**config.mk**
```make
export PLATFORM = sky130hd
export DESIGN_NAME = rc_stick_deadband_to_command
export DESIGN_NICKNAME = d
export VERILOG_FILES = /design/src/sv/rcsd_pkg.sv /design/src/sv/rc_stick_deadband_to_command.sv /design/src/sv/rcsd_div.sv
export SDC_FILE = /design/constraint.sdc
export NUM_CORES = 1
export LEC_CHECK = 0
export BUFFER_PORTS_ARGS = -buffer_cell sky130_fd_sc_hd__buf_2
export CORE_ASPECT_RATIO = 1.25
export CORE_MARGIN = 3
export CORE_UTILIZATION = 30
export DETAILED_ROUTE_END_ITERATION = 6
export GPL_ROUTABILITY_DRIVEN = 0
export SETUP_SLACK_MARGIN = 0.02
export SYNTH_ARGS = -nofsm -noshare
export SYNTH_HDL_FRONTEND = slang
export SYNTH_SLANG_ARGS = --single-unit
```
**constraint.sdc**
```tcl
create_clock -name aclk -period 6.75 [get_ports aclk]
set_input_delay 0.675 -clock aclk [delete_from_list [all_inputs] [get_ports aclk]]
set_output_delay 0.675 -clock aclk [all_outputs]
set_load 0.05 [all_outputs]
```
**src/sv/rcsd_pkg.sv**
```systemverilog
// ----------------------------------------------------------------------------
// rcsd_pkg
// Widths, register indexes, reset values and shared types of the stick
// deadband command mapper.
// ----------------------------------------------------------------------------
`default_nettype none

package rcsd_pkg;

    localparam int PULSE_W    = 12;
    localparam int CMD_W      = 11;
    localparam int DZ_W       = 10;
    localparam int LIM_W      = 10;
    localparam int CFG_ADDR_W = 3;
    localparam int CFG_DATA_W = 12;
    localparam int S_TDATA_W  = 16;
    localparam int M_TDATA_W  = 16;

    // Divider geometry: |product| fits 22 bits, |span| fits 12 bits
    localparam int DIV_NUM_W  = 22;
    localparam int DIV_DEN_W  = 12;
    localparam int DIV_STEP   = 2;

    localparam logic [PULSE_W-1:0] RST_PULSE_LOW  = 12'd1000;
    localparam logic [PULSE_W-1:0] RST_PULSE_MID  = 12'd1500;
    localparam logic [PULSE_W-1:0] RST_PULSE_HIGH = 12'd2000;
    localparam logic [DZ_W-1:0]    RST_DEAD_ZONE  = 10'd25;
    localparam logic [LIM_W-1:0]   RST_FWD_LIMIT  = 10'd255;
    localparam logic [CMD_W-1:0]   RST_REV_LIMIT  = 11'h701;

    typedef enum logic [CFG_ADDR_W-1:0] {
        REG_PULSE_LOW  = 3'd0,
        REG_PULSE_MID  = 3'd1,
        REG_PULSE_HIGH = 3'd2,
        REG_DEAD_ZONE  = 3'd3,
        REG_DIR_SWAP   = 3'd4,
        REG_FWD_LIMIT  = 3'd5,
        REG_REV_LIMIT  = 3'd6
    } cfg_idx_t;

    typedef enum logic [6:0] {
        ST_IDLE = 7'b0000001,
        ST_CALC = 7'b0000010,
        ST_MUL  = 7'b0000100,
        ST_LOAD = 7'b0001000,
        ST_DIV  = 7'b0010000,
        ST_FIX  = 7'b0100000,
        ST_FIN  = 7'b1000000
    } state_t;

    typedef struct packed {
        logic busy;
        logic done;
    } div_stat_t;

endpackage

`default_nettype wire

```
**src/sv/rc_stick_deadband_to_command.sv**
```systemverilog
// ----------------------------------------------------------------------------
// rc_stick_deadband_to_command
// Maps one receiver pulse width per frame onto a signed, clamped drive command.
// ----------------------------------------------------------------------------
// One pulse is taken at a time. A pulse equal to the previous one is answered
// straight after the compare, a pulse inside the deadband or on a half with zero
// span after the compare and clamp, and a pulse that needs the linear map after
// compare, one 14x12 multiply, a divider producing two quotient bits per cycle,
// then offset and clamp. s_tready is high only while no pulse is in work; a
// finished result may still wait in the output register while the next pulse
// is taken.
`default_nettype none

module rc_stick_deadband_to_command
    import rcsd_pkg::*;
(
    input  wire logic                  aclk,
    input  wire logic                  aresetn,
    // configuration write port
    input  wire logic                  cfg_we,
    input  wire logic [CFG_ADDR_W-1:0] cfg_addr,
    input  wire logic [CFG_DATA_W-1:0] cfg_wdata,
    // input beats
    input  wire logic                  s_tvalid,
    output logic                       s_tready,
    input  wire logic [S_TDATA_W-1:0]  s_tdata,   // [11:0] pulse_width
    // result beats
    output logic                       m_tvalid,
    input  wire logic                  m_tready,
    output logic      [M_TDATA_W-1:0]  m_tdata    // [10:0] drive_command,
                                                  // [11] changed, [12] just_started
);

    state_t state_reg, state_next;

    // configuration
    logic        [PULSE_W-1:0] low_reg, mid_reg, high_reg;
    logic        [DZ_W-1:0]    dz_reg;
    logic                      swap_reg;
    logic        [LIM_W-1:0]   fwd_reg;
    logic signed [CMD_W-1:0]   rev_reg;

    // channel state
    logic        [PULSE_W-1:0] prev_pulse_reg;
    logic signed [CMD_W-1:0]   prev_cmd_reg;
    logic                      started_reg;
    logic                      changed_reg;

    // work registers
    logic        [PULSE_W-1:0] pulse_reg;
    logic                      dead_reg, zspan_reg, qneg_reg;
    logic signed [13:0]        dx_reg, span_reg;
    logic signed [11:0]        scale_reg;
    logic signed [CMD_W-1:0]   base_reg, raw_reg;
    logic        [DIV_NUM_W-1:0] num_reg;
    logic        [DIV_DEN_W-1:0] den_reg;

    // output register
    logic                      m_valid_reg;
    logic signed [CMD_W-1:0]   m_cmd_reg;
    logic                      m_changed_reg, m_started_reg;

    // divider
    logic                      div_start;
    logic [DIV_NUM_W-1:0]      div_quo;
    div_stat_t                 div_stat;

    // compare / setup
    logic signed [13:0] x_s, lo_s, mid_s, hi_s, dz_s;
    logic               up_c, lo_c, same_c;
    logic signed [13:0] dx_c, span_c;
    logic signed [11:0] scale_c;
    logic signed [CMD_W-1:0] base_c, raw_c;

    // multiply
    logic signed [25:0] prod_c, prod_abs;
    logic signed [13:0] span_abs;

    // offset and clamp
    logic signed [22:0] q_s;
    logic signed [23:0] val_c;
    logic signed [CMD_W-1:0] clamp_c;

    assign s_tready = (state_reg == ST_IDLE);

    always_comb begin
        x_s    = $signed({2'b00, pulse_reg});
        lo_s   = $signed({2'b00, low_reg});
        mid_s  = $signed({2'b00, mid_reg});
        hi_s   = $signed({2'b00, high_reg});
        dz_s   = $signed({4'b0000, dz_reg});
        up_c   = (x_s >= mid_s + dz_s);
        lo_c   = (x_s <= mid_s - dz_s);
        same_c = (pulse_reg == prev_pulse_reg);
        if (up_c) begin
            dx_c    = x_s - mid_s;
            span_c  = hi_s - mid_s;
            scale_c = swap_reg ? 12'(rev_reg) : $signed({2'b00, fwd_reg});
            base_c  = '0;
            raw_c   = scale_c[CMD_W-1:0];
        end else begin
            dx_c    = x_s - lo_s;
            span_c  = mid_s - lo_s;
            base_c  = swap_reg ? $signed({1'b0, fwd_reg}) : rev_reg;
            scale_c = 12'sd0 - 12'(base_c);
            raw_c   = base_c;
        end
    end

    always_comb begin
        prod_c   = dx_reg * scale_reg;
        prod_abs = prod_c[25] ? -prod_c : prod_c;
        span_abs = span_reg[13] ? -span_reg : span_reg;
    end

    always_comb begin
        q_s   = qneg_reg ? -$signed({1'b0, div_quo}) : $signed({1'b0, div_quo});
        val_c = zspan_reg ? 24'(raw_reg) : 24'(q_s) + 24'(base_reg);
        if (val_c < 24'(rev_reg)) begin
            clamp_c = rev_reg;
        end else if (val_c > $signed({14'd0, fwd_reg})) begin
            clamp_c = $signed({1'b0, fwd_reg});
        end else begin
            clamp_c = val_c[CMD_W-1:0];
        end
    end

    always_comb begin
        state_next = state_reg;
        case (state_reg)
            ST_IDLE: if (s_tvalid) state_next = ST_CALC;
            ST_CALC: begin
                if (same_c) begin
                    state_next = ST_FIN;
                end else if (!up_c && !lo_c) begin
                    state_next = ST_FIX;
                end else if (span_c == '0) begin
                    state_next = ST_FIX;
                end else begin
                    state_next = ST_MUL;
                end
            end
            ST_MUL:  state_next = ST_LOAD;
            ST_LOAD: state_next = ST_DIV;
            ST_DIV:  if (div_stat.done) state_next = ST_FIX;
            ST_FIX:  state_next = ST_FIN;
            ST_FIN:  if (!m_valid_reg || m_tready) state_next = ST_IDLE;
            default: state_next = ST_IDLE;
        endcase
    end

    assign div_start = (state_reg == ST_LOAD);

    always_ff @(posedge aclk) begin
        if (!aresetn) begin
            state_reg      <= ST_IDLE;
            low_reg        <= RST_PULSE_LOW;
            mid_reg        <= RST_PULSE_MID;
            high_reg       <= RST_PULSE_HIGH;
            dz_reg         <= RST_DEAD_ZONE;
            swap_reg       <= 1'b0;
            fwd_reg        <= RST_FWD_LIMIT;
            rev_reg        <= RST_REV_LIMIT;
            prev_pulse_reg <= '0;
            prev_cmd_reg   <= '0;
            started_reg    <= 1'b0;
            changed_reg    <= 1'b0;
            m_valid_reg    <= 1'b0;
        end else begin
            state_reg <= state_next;
            if (cfg_we) begin
                case (cfg_addr)
                    REG_PULSE_LOW:  low_reg  <= cfg_wdata;
                    REG_PULSE_MID:  mid_reg  <= cfg_wdata;
                    REG_PULSE_HIGH: high_reg <= cfg_wdata;
                    REG_DEAD_ZONE:  dz_reg   <= cfg_wdata[DZ_W-1:0];
                    REG_DIR_SWAP:   swap_reg <= cfg_wdata[0];
                    REG_FWD_LIMIT:  fwd_reg  <= cfg_wdata[LIM_W-1:0];
                    REG_REV_LIMIT:  rev_reg  <= cfg_wdata[CMD_W-1:0];
                    default: ;
                endcase
            end
            if (state_reg == ST_CALC) begin
                changed_reg <= 1'b0;
                if (!same_c) prev_pulse_reg <= pulse_reg;
            end
            if (state_reg == ST_FIX) begin
                if (dead_reg) begin
                    // deadband: report a change only when leaving a nonzero command
                    prev_cmd_reg <= '0;
                    changed_reg  <= (prev_cmd_reg != '0);
                end else begin
                    changed_reg <= 1'b1;
                    if (val_c != '0) begin
                        prev_cmd_reg <= clamp_c;
                        started_reg  <= (prev_cmd_reg == '0);
                    end else begin
                        prev_cmd_reg <= '0;
                    end
                end
            end
            if (state_reg == ST_FIN && (!m_valid_reg || m_tready)) begin
                m_valid_reg <= 1'b1;
            end else if (m_tready) begin
                m_valid_reg <= 1'b0;
            end
        end
    end

    always_ff @(posedge aclk) begin
        if (state_reg == ST_IDLE && s_tvalid) begin
            pulse_reg <= s_tdata[PULSE_W-1:0];
        end
        if (state_reg == ST_CALC) begin
            dead_reg  <= !up_c && !lo_c;
            zspan_reg <= (span_c == '0);
            dx_reg    <= dx_c;
            span_reg  <= span_c;
            scale_reg <= scale_c;
            base_reg  <= base_c;
            raw_reg   <= raw_c;
        end
        if (state_reg == ST_MUL) begin
            num_reg  <= prod_abs[DIV_NUM_W-1:0];
            den_reg  <= span_abs[DIV_DEN_W-1:0];
            qneg_reg <= prod_c[25] ^ span_reg[13];
        end
        if (state_reg == ST_FIN && (!m_valid_reg || m_tready)) begin
            m_cmd_reg     <= prev_cmd_reg;
            m_changed_reg <= changed_reg;
            m_started_reg <= started_reg;
        end
    end

    rcsd_div #(
        .NUM_W (DIV_NUM_W),
        .DEN_W (DIV_DEN_W),
        .STEP  (DIV_STEP)
    ) u_div (
        .aclk     (aclk),
        .aresetn  (aresetn),
        .start    (div_start),
        .dividend (num_reg),
        .divisor  (den_reg),
        .quotient (div_quo),
        .stat     (div_stat)
    );

    assign m_tvalid = m_valid_reg;
    assign m_tdata  = {(M_TDATA_W - CMD_W - 2)'(0), m_started_reg, m_changed_reg, m_cmd_reg};

endmodule

`default_nettype wire

```
**src/sv/rcsd_div.sv**
```systemverilog
// ----------------------------------------------------------------------------
// rcsd_div
// Iterative unsigned restoring divider, STEP quotient bits per cycle.
// ----------------------------------------------------------------------------
`default_nettype none

module rcsd_div
    import rcsd_pkg::*;
#(
    parameter int NUM_W = DIV_NUM_W,
    parameter int DEN_W = DIV_DEN_W,
    parameter int STEP  = DIV_STEP
) (
    input  wire logic             aclk,
    input  wire logic             aresetn,
    input  wire logic             start,
    input  wire logic [NUM_W-1:0] dividend,
    input  wire logic [DEN_W-1:0] divisor,
    output logic      [NUM_W-1:0] quotient,
    output div_stat_t             stat
);

    localparam int STEPS = NUM_W / STEP;
    localparam int CNT_W = (STEPS > 1) ? $clog2(STEPS) : 1;

    logic             busy_reg;
    logic             done_reg;
    logic [CNT_W-1:0] cnt_reg;
    logic [DEN_W-1:0] rem_reg;
    logic [NUM_W-1:0] quo_reg;
    logic [DEN_W-1:0] den_reg;

    logic [DEN_W-1:0] rem_next;
    logic [NUM_W-1:0] quo_next;
    logic [DEN_W:0]   trial;
    logic             ge;

    // Shift the dividend out of the top of quo_reg, quotient bits in at the bottom
    always_comb begin
        rem_next = rem_reg;
        quo_next = quo_reg;
        trial    = '0;
        ge       = 1'b0;
        for (int i = 0; i < STEP; i++) begin
            trial    = {rem_next, quo_next[NUM_W-1]};
            ge       = (trial >= {1'b0, den_reg});
            rem_next = ge ? DEN_W'(trial - {1'b0, den_reg}) : trial[DEN_W-1:0];
            quo_next = {quo_next[NUM_W-2:0], ge};
        end
    end

    always_ff @(posedge aclk) begin
        if (!aresetn) begin
            busy_reg <= 1'b0;
            done_reg <= 1'b0;
            cnt_reg  <= '0;
        end else begin
            done_reg <= 1'b0;
            if (start) begin
                busy_reg <= 1'b1;
                cnt_reg  <= '0;
            end else if (busy_reg) begin
                cnt_reg <= cnt_reg + 1'b1;
                if (cnt_reg == CNT_W'(STEPS - 1)) begin
                    busy_reg <= 1'b0;
                    done_reg <= 1'b1;
                end
            end
        end
    end

    always_ff @(posedge aclk) begin
        if (start) begin
            rem_reg <= '0;
            quo_reg <= dividend;
            den_reg <= divisor;
        end else if (busy_reg) begin
            rem_reg <= rem_next;
            quo_reg <= quo_next;
        end
    end

    assign quotient  = quo_reg;
    assign stat.busy = busy_reg;
    assign stat.done = done_reg;

endmodule

`default_nettype wire

```
# After elaboration in Yosys (flattened, before gate mapping)
# Index checks and enable logic that the tools add are counted.
[word_totals] ff_bits=277 in_bits=36 out_inout_bits=18 word_cells=138
[op_classes] n_addsub=14 multipliers=1 order_cmp=6 n_eq_ne=18 mux=34 bitwise_logic=5 reduce_logical=27
[op_table] op="$mux 11" count=6
[op_table] op="$mux 22" count=3
[op_table] op="$mux 12" count=5
[op_table] op="$sub 12x12->13" count=4
[op_table] op="$pmux 7 s7" count=1
[op_table] op="$mux 14" count=2
[op_table] op="$mux 7" count=4
[op_table] op="$ge 13x12->1" count=2
[op_table] op="$mul 14x12->26" count=1
[op_table] op="$add 23x11->24" count=1
[op_table] op="$gt 24x11->1" count=1
[op_table] op="$lt 24x11->1" count=1
[op_table] op="$mux 24" count=1
[op_table] op="$reduce_bool 24->1" count=1
[op_table] op="$sub 12x12->12" count=2
[op_table] op="$mux 23" count=1
[op_table] op="$neg 22->23" count=1
[op_table] op="$neg 22->22" count=1
[op_table] op="$reduce_and 2->1" count=8
[op_table] op="$logic_not 14->1" count=1
[op_table] op="$add 12x10->13" count=1
[op_table] op="$ge 12x13->1" count=1
[op_table] op="$le 13x13->1" count=1
[op_table] op="$sub 12x10->13" count=1
[op_table] op="other kinds (31)" count=54

# Longest topological paths before layout
# Gate-level depths: netlist of run 1.
[logic_depth] word_depth=9 mapped_depth=35 mapped_depth_nobuf=33

# By module
# Synthesis of run 1 repeated with hierarchy kept, for this count alone.
[unflattened] hier_cells=2741 area_unflattened_um2=24725.0
[modules_own_cells] mod="rc_stick_deadband_to_command" instances=1 cells_per_inst=2408 area_each_um2=21296.7 seq_area_each_um2=5655.4
[modules_own_cells] mod="rcsd_div" instances=1 cells_per_inst=333 area_each_um2=3428.3 seq_area_each_um2=1381.3

# Worst setup path before layout of run 1
# Ideal clock, no wire load.
[synth_path] kind="reg-to-reg" startpoint="register scale_reg[0]" endpoint="register num_reg[1] (data pin)" setup_time_ns=0.260 arrival_time_ns=5.980 required_time_ns=6.490 slack_ns=0.510 path_stages_with_launch=24 synth_period_minus_slack_ns=6.240 cell_sequence="edfxtp_1 -> clkbuf_1 -> nand2_1 -> inv_1 -> fa_1 -> ha_1 -> inv_1 -> fa_1 -> inv_1 -> fa_1 -> inv_1 -> fa_1 -> inv_1 -> ha_1 -> and3_1 -> o221ai_1 -> a31oi_1 -> nand4_1 -> and4_1 -> o41ai_1 -> a21oi_1 -> xnor2_1 -> clkbuf_1 -> mux2_2"
[synth_between] elab_chain_cells=3
[synth_rtl] element="start, declared" line="rc_stick_deadband_to_command.sv:53" source="logic signed [11:0] scale_reg;"
[synth_rtl] element="start signal, assigned" line="rc_stick_deadband_to_command.sv:219" source="scale_reg <= scale_c;"
[synth_rtl] element="$mul 14x12->26 (*)" line="rc_stick_deadband_to_command.sv:111" source="prod_c = dx_reg * scale_reg;"
[synth_rtl] element="$neg 22->22" line="rc_stick_deadband_to_command.sv:112" source="prod_abs = prod_c[25] ? -prod_c : prod_c;"
[synth_rtl] element="$mux 22 (*)" line="rc_stick_deadband_to_command.sv:112"
[synth_rtl] element="via prod_abs[1]" line="rc_stick_deadband_to_command.sv:76" source="logic signed [25:0] prod_c, prod_abs;"
[synth_rtl] element="end signal, assigned" line="rc_stick_deadband_to_command.sv:224" source="num_reg <= prod_abs[DIV_NUM_W-1:0];"
[synth_rtl] element="end, declared" line="rc_stick_deadband_to_command.sv:55" source="logic [DIV_NUM_W-1:0] num_reg;"
# Mark *: on every way through the listed nets, which the timed path passes. The rest lies on a longest branch.
# A chain may end at the register's enable or synchronous reset.

# Worst setup path in the final report of run 1
[layout_path] startpoint="register scale_reg[11]" endpoint="register num_reg[1] (data pin)"
[layout_between] elab_chain_cells=2
[layout_rtl] element="$mul 14x12->26" line="rc_stick_deadband_to_command.sv:111"
[layout_rtl] element="$mux 22" line="rc_stick_deadband_to_command.sv:112"
[layout_rtl] element="via prod_abs[1]" line="rc_stick_deadband_to_command.sv:76"
# The timed path passes the listed nets, and every way through them passes these cells.

==> metrics, run 1 <==
status finished clean; setup violators final 0; top cells by area, synth edfxtp_1 19%, fa_1 13%, ha_1 11%; peak supply drop 0.000802 V; Slew headroom 23.8%; Final Non-Filler Cells 3883; # DRC 0; Mapped Avg Cell Area 8.92 um^2; Critical Path AT 6.67 ns; critical setup path kind register to register; vias in the first global route 18700; crit path max fanout 22; Main synth FF type edfxtp_1; clk_lat worst skew 0.54 ns; Buffers & Inverters on Critical Path 4; sinks on the clock net 274; CP max-delay cell fa_1; routed via count 19000; Final nets 3212; first-pass GRT wire length 99700 um; final worst path period share 94.7%; Top cell by count, worst path fa_1; Worst R2R Start scale_reg[11]; #FFs+latches synth 274; CTS tree built; RSZ-0062 raised after global routing no; placeable core area 0.0804 mm^2; fill cell count 8450; Clock Path Buffers 3; WL final 62700 um; worst-margin pin slew 1.14 ns; initial antenna violation count 2; Die Width 261 um; final hold vios 0; CP top delay family adder cells; Max Cap Viol 0; effective utilization at floorplan 30.4%; largest net degree at the start of global routing 51; Largest stage delay, worst path 0.56 ns; top cell type's share of synthesized area 19.0%; Synth async-reset ratio 0%; dpl hpwl 49900 um; storage element area 0.00704 mm^2; # H-tree levels 2; Num CTS Buffers 34; Worst Setup Start Kind register; Power Density 495 mW/mm^2; crit end category register; IO buf count 46; multi-input logic area 0.0157 mm^2; CTS clk-pin slew, worst paths 0.06 ns; Lkg Pwr 11.8 nW; Layout area overhead 11.8%; Root Driver clkbuf_16; Die Height 325 um; Final Util 34.0%; Hold Path Class input pin to register; top cell type by total area after synthesis edfxtp_1; DIE AREA 0.0851 mm^2; Crit. Startpoint scale_reg[11]; I/O pins 54; global-route usage over all layers 14.6%; first-pass iteration count of the detailed router 5; post-synth cell types 92; fmax 156 MHz; hold_sp s_tdata[8]; Max Clock Skew 0.0223 ns; Final min period 6.39 ns; ANT nets after route 0; most frequent cell after synthesis nand2_1; mapped cell area 0.0245 mm^2; crit path cell chain clkinvlp_4 -> nor2_1 -> fa_1 -> fa_1 -> fa_1 -> fa_1 -> inv_1 -> fa_1 -> inv_1 -> ha_1 -> or4_1 -> o221ai_1 -> a31oi_1 -> nand4_1 -> and4_1 -> o41ai_1 -> a21oi_1 -> xnor2_2 -> buf_12 -> mux2_2; total grt overflow 0; DR vias/cell 4.90; Starting DRT DRC Count 1177; Synth Instances 2743; Slew Viols, Final 0; Seq/Total Area, Yosys 28.8%; routed len/inst 16.2 um; EDFF count, synth 155; Post-synth top cells 374 x nand2_1, 336 x inv_1, 220 x ha_1; Placed Cells 3803; Core Rows 116; layout cells sized above 1 8.33%; Worst Path Required 7.03 ns; Synthesis Warnings 0; setup_tns 0 ns
[cell families after synthesis]
| kind of cell | share of synthesized area [%] |
|---|---|
| multiplexers | 2.67 |
| AND/OR/NAND/NOR | 17.0 |
| buffers and inverters | 7.08 |
| XOR/XNOR | 5.51 |
| other | 0.0153 |
| AO/OA/AOI/OAI | 14.6 |
| adder cells (fa/ha/maj) | 24.3 |
| flip-flops | 28.8 |
[worst register-to-register path, cell delays in order (launching register included)]
cell and delay (ns):
edfxtp_1 0.45, clkinvlp_4 0.21, nor2_1 0.20, fa_1 0.44, fa_1 0.51, fa_1 0.52
fa_1 0.56, inv_1 0.06, fa_1 0.53, inv_1 0.04, ha_1 0.22, or4_1 0.56
o221ai_1 0.27, a31oi_1 0.17, nand4_1 0.14, and4_1 0.22, o41ai_1 0.10, a21oi_1 0.23
xnor2_2 0.16, buf_12 0.18, mux2_2 0.37
[final cells by class]
cell class                 instances  share of cell area [%]
sequential                       274                    25.7
clock inverter                    15                   0.512
antenna                            1                 0.00915
inverter                         340                    4.68
multi-input combinational       2021                    57.6
timing repair buffer             125                    3.19
tap                             1062                    4.86
clock buffer                      45                    3.45
[layer usage]
metal / routed length (um) / part of all wire (%) / track usage (%)
met2: 31700 / 51 / 26.3
met5: 0 / 0 / 0
met1: 26400 / 42 / 17.7
met3: 2150 / 3.4 / 2.05
met4: 2440 / 3.9 / 5.06
[metrics by stage]
step | total power [mW] | area [um^2] | setup WS, ns | hold WS, ns
2_1_floorplan | 9.67 | 24500 | 0.510 | 0.400
3_3_place_gp | 11.8 | 26100 | 0.259 | 0.402
3_5_place_dp | 11.9 | 26100 | 0.235 | 0.405
4_1_cts | 13.8 | 27200 | 0.214 | 0.283
5_1_grt | 15.0 | 27300 | 0.0241 | 0.293
6_report | 13.6 | 27400 | 0.356 | 0.314
[final timing paths]
| path | endpoint | slack (ns) | cells after the start |
|---|---|---|---|
| setup / recovery | num_reg[1] | 0.36 | 20 |
| hold reg to reg | u_div.den_reg[8] | 0.42 | 0 |
| hold / removal | pulse_reg[8] | 0.31 | 1 |
| setup reg to reg | num_reg[1] | 0.36 | 20 |
[layout by cell type, fill, tap and decap left out, types with 75 or more instances in the layout]
cell type,Yosys,layout
dfxtp_1,119,118
fa_1,160,160
edfxtp_1,155,155
nor2_1,160,160
a21oi_1,127,125
inv_1,336,336
o21ai_0,123,120
ha_1,220,220
xnor2_1,102,101
nand2_1,374,374
buf_4,5,75
[where the power goes]
part | total, mW | internal, mW | switching (mW)
registers | 2.58 | 2.49 | 0.0895
clock network | 1.80 | 1.06 | 0.732
logic | 9.17 | 4.08 | 5.10
total | 13.6 | 7.63 | 5.92
[repair_timing]
action | CTS | global route
buffers inserted | 0 | 19
endpoints found under the setup margin | 0 | 13
resized for setup | 0 | 9
hold buffers | 0 | 0
Note: power is estimated with default switching activity, not from simulation.
==> inputs of run 2 (changes only) <==
Settings changed: GPL_TIMING_DRIVEN set to 0.
==> run 2 against run 1 <==
  * Maximum frequency is 1.9% lower
  * Die area stayed put
  * Register-to-register slack worse by 0.12 ns
  * Count of clock-buffer cells in the layout shrank 6
  * Cell count increased by 1.1%
  * Critical path type unchanged
  * Design area up 0.38%
  * Sequential share of layout area is 0.076 points lower
  * Via count grew 1.9%
  * Power rose by 4.7%
==> metrics, run 2 (synthesis results as in run 1) <==
I/O pins 54 (unchanged); total chip power 14.2 mW (+4.7%); worst-margin pin slew 1.33 ns (+0.187 ns); setup slack after placement -1.39 ns (-1.62 ns); initial antenna violation count 1 (-1); met2 Track Usage GR 27.4% (+1.1 points); fmax 153 MHz (-1.9%); Slew Viols, Final 0 (unchanged); critical setup path kind register to register; Hold Path Class input pin to register; placeable core area 0.0804 mm^2 (unchanged); largest net degree at the start of global routing 57 (+12%); Die Width 261 um (unchanged); WL final 65600 um (+4.6%); total grt overflow 0 (unchanged); GRT Max-Usage Layer met2; first-pass iteration count of the detailed router 5 (unchanged); routed via count 19400 (+1.9%); vias in the first global route 19200 (+2.9%); fill cell count 8414 (-0.43%); first-pass GRT wire length 104000 um (+3.8%); Max Cap Viol 0 (unchanged); final worst path period share 96.6% (+1.8 points); Final Non-Filler Cells 3926 (+1.1%); DR vias/cell 4.94 (+0.81%); met3 usage in global routing 1.74% (-0.31 points); sinks on the clock net 274 (unchanged); global-route usage over all layers 15.2% (+0.63 points); CTS clk-pin slew, worst paths 0.07 ns (about the same); CTS tree built; Die Height 325 um (unchanged); final hold vios 0 (unchanged); ANT nets after route 0 (unchanged); Clock Path Buffers 3 (unchanged); Power Density 517 mW/mm^2 (+4.3%); Worst Setup Start Kind register; Final min period 6.52 ns (+0.124 ns); crit end category register; Slew headroom 10.9% (-13 points); dpl hpwl 52900 um (+6.0%); routed len/inst 16.7 um (+3.5%); crit path max fanout 10 (-55%); layout cells sized above 1 8.07% (-0.26 points); RSZ-0062 raised after global routing yes; Worst Path Required 7.07 ns (+0.04 ns); effective utilization at floorplan 30.4% (unchanged); Setup WS post-layout 0.231 ns (-0.124 ns); peak supply drop 0.000624 V (-22%); setup violators final 0 (unchanged); Layout area overhead 12.2%; DIE AREA 0.0851 mm^2 (unchanged); cts hold-fix bufs 0 (unchanged); hold_ws 0.270 ns (-0.0437 ns); status finished clean; met1 usage 18.3% (+0.63 points); # DRC 0 (unchanged); clk_lat worst skew 0.59 ns (+0.05 ns); most common cell after layout, fill and taps aside nand2_1; Placed Cells 3854 (+1.3%); Final nets 3255 (+1.3%); Max Clock Skew 0.0240 ns (+0.00172 ns); most frequent cells in the layout 373 x nand2_1, 335 x inv_1, 217 x ha_1; IO buf count 44 (-4.3%); Lkg Pwr 11.7 nW (-0.38%); Num CTS Buffers 30 (-12%); Starting DRT DRC Count 1130 (-4.0%); Critical Path AT 6.84 ns (+0.17 ns); # H-tree levels 1 (-1); Root Driver clkbuf_16; Core Rows 116 (unchanged)
-- run 2: cell count changes in the layout (fill, tap and decap cells not counted), sizes merged --
cell / previous run / this run
clkbuf: 45 / 118
buf: 125 / 93
clkinv: 10 / 13
inv: 341 / 340
-- run 2: power by group --
group	total (mW)	switching, mW	internal, mW
logic	9.97	5.73	4.25
clock network	1.65	0.705	0.949
registers	2.57	0.0789	2.49
total	14.2	6.51	7.69
-- run 2: layout make-up --
cell class                      instances  area [um^2]  area share [%]
Clock buffer                           39          836            3.04
Sequential cell                       274         7040            25.7
Inverter                              340         1280            4.67
Multi-Input combinational cell       2021        15900            57.8
Tap cell                             1062         1330            4.84
Timing Repair Buffer                   63          394            1.44
Antenna cell                            1         2.50         0.00911
Buffer                                109          563            2.05
Clock inverter                         17          148           0.538
-- run 2: worst max-delay path, cell delays in order (launching register included) --
cell	delay [ns]
edfxtp_1	0.48
buf_4	0.24
nand2_1	0.09
fa_1	0.50
fa_1	0.52
inv_1	0.06
fa_1	0.50
fa_1	0.55
inv_1	0.05
fa_1	0.52
inv_1	0.06
ha_4	0.28
o21ai_0	0.10
nor2_1	0.21
o221ai_2	0.18
a31oi_2	0.24
nand4_1	0.14
and4_4	0.20
o41ai_4	0.38
a21oi_2	0.12
xnor2_2	0.18
buf_6	0.16
buf_6	0.15
mux2_2	0.33
-- run 2: per-stage QoR --
stage | util, % | setup TNS [ns] | instance area [um^2]
after detailed placement | 32.4 | -29.38 | 26100
after CTS | 33.9 | 0 | 27300
after floorplan | - | 0 | 24500
final | 34.1 | 0 | 27500
after global placement | 32.4 | -28.34 | 26000
after global routing | 34.1 | -0.107 | 27500
-- run 2: metal layers --
| metal | up-vias | wire length, um |
|---|---|---|
| met3 | 124 | 2860 |
| met5 | - | 0 |
| met2 | 446 | 33000 |
| met4 | 0 | 2820 |
| met1 | 9303 | 27000 |
| li1 | 9532 | - |
-- run 2: path summary, 6_finish.rpt --
check	startpoint	to	slack [ns]	depth (start not counted)
worst max-delay path	scale_reg[5]	num_reg[1]	0.23	23
worst min-delay path	s_tdata[0]	pulse_reg[0]	0.27	1
worst max register to register	scale_reg[5]	num_reg[1]	0.23	23
worst min register to register	den_reg[3]	u_div.den_reg[3]	0.41	0
-- run 2: repair_timing --
action,4_1_cts,5_1_grt
endpoints found under the setup margin,28,45
gates resized for setup,54,62
setup buffers,7,9
pin swaps,2,10
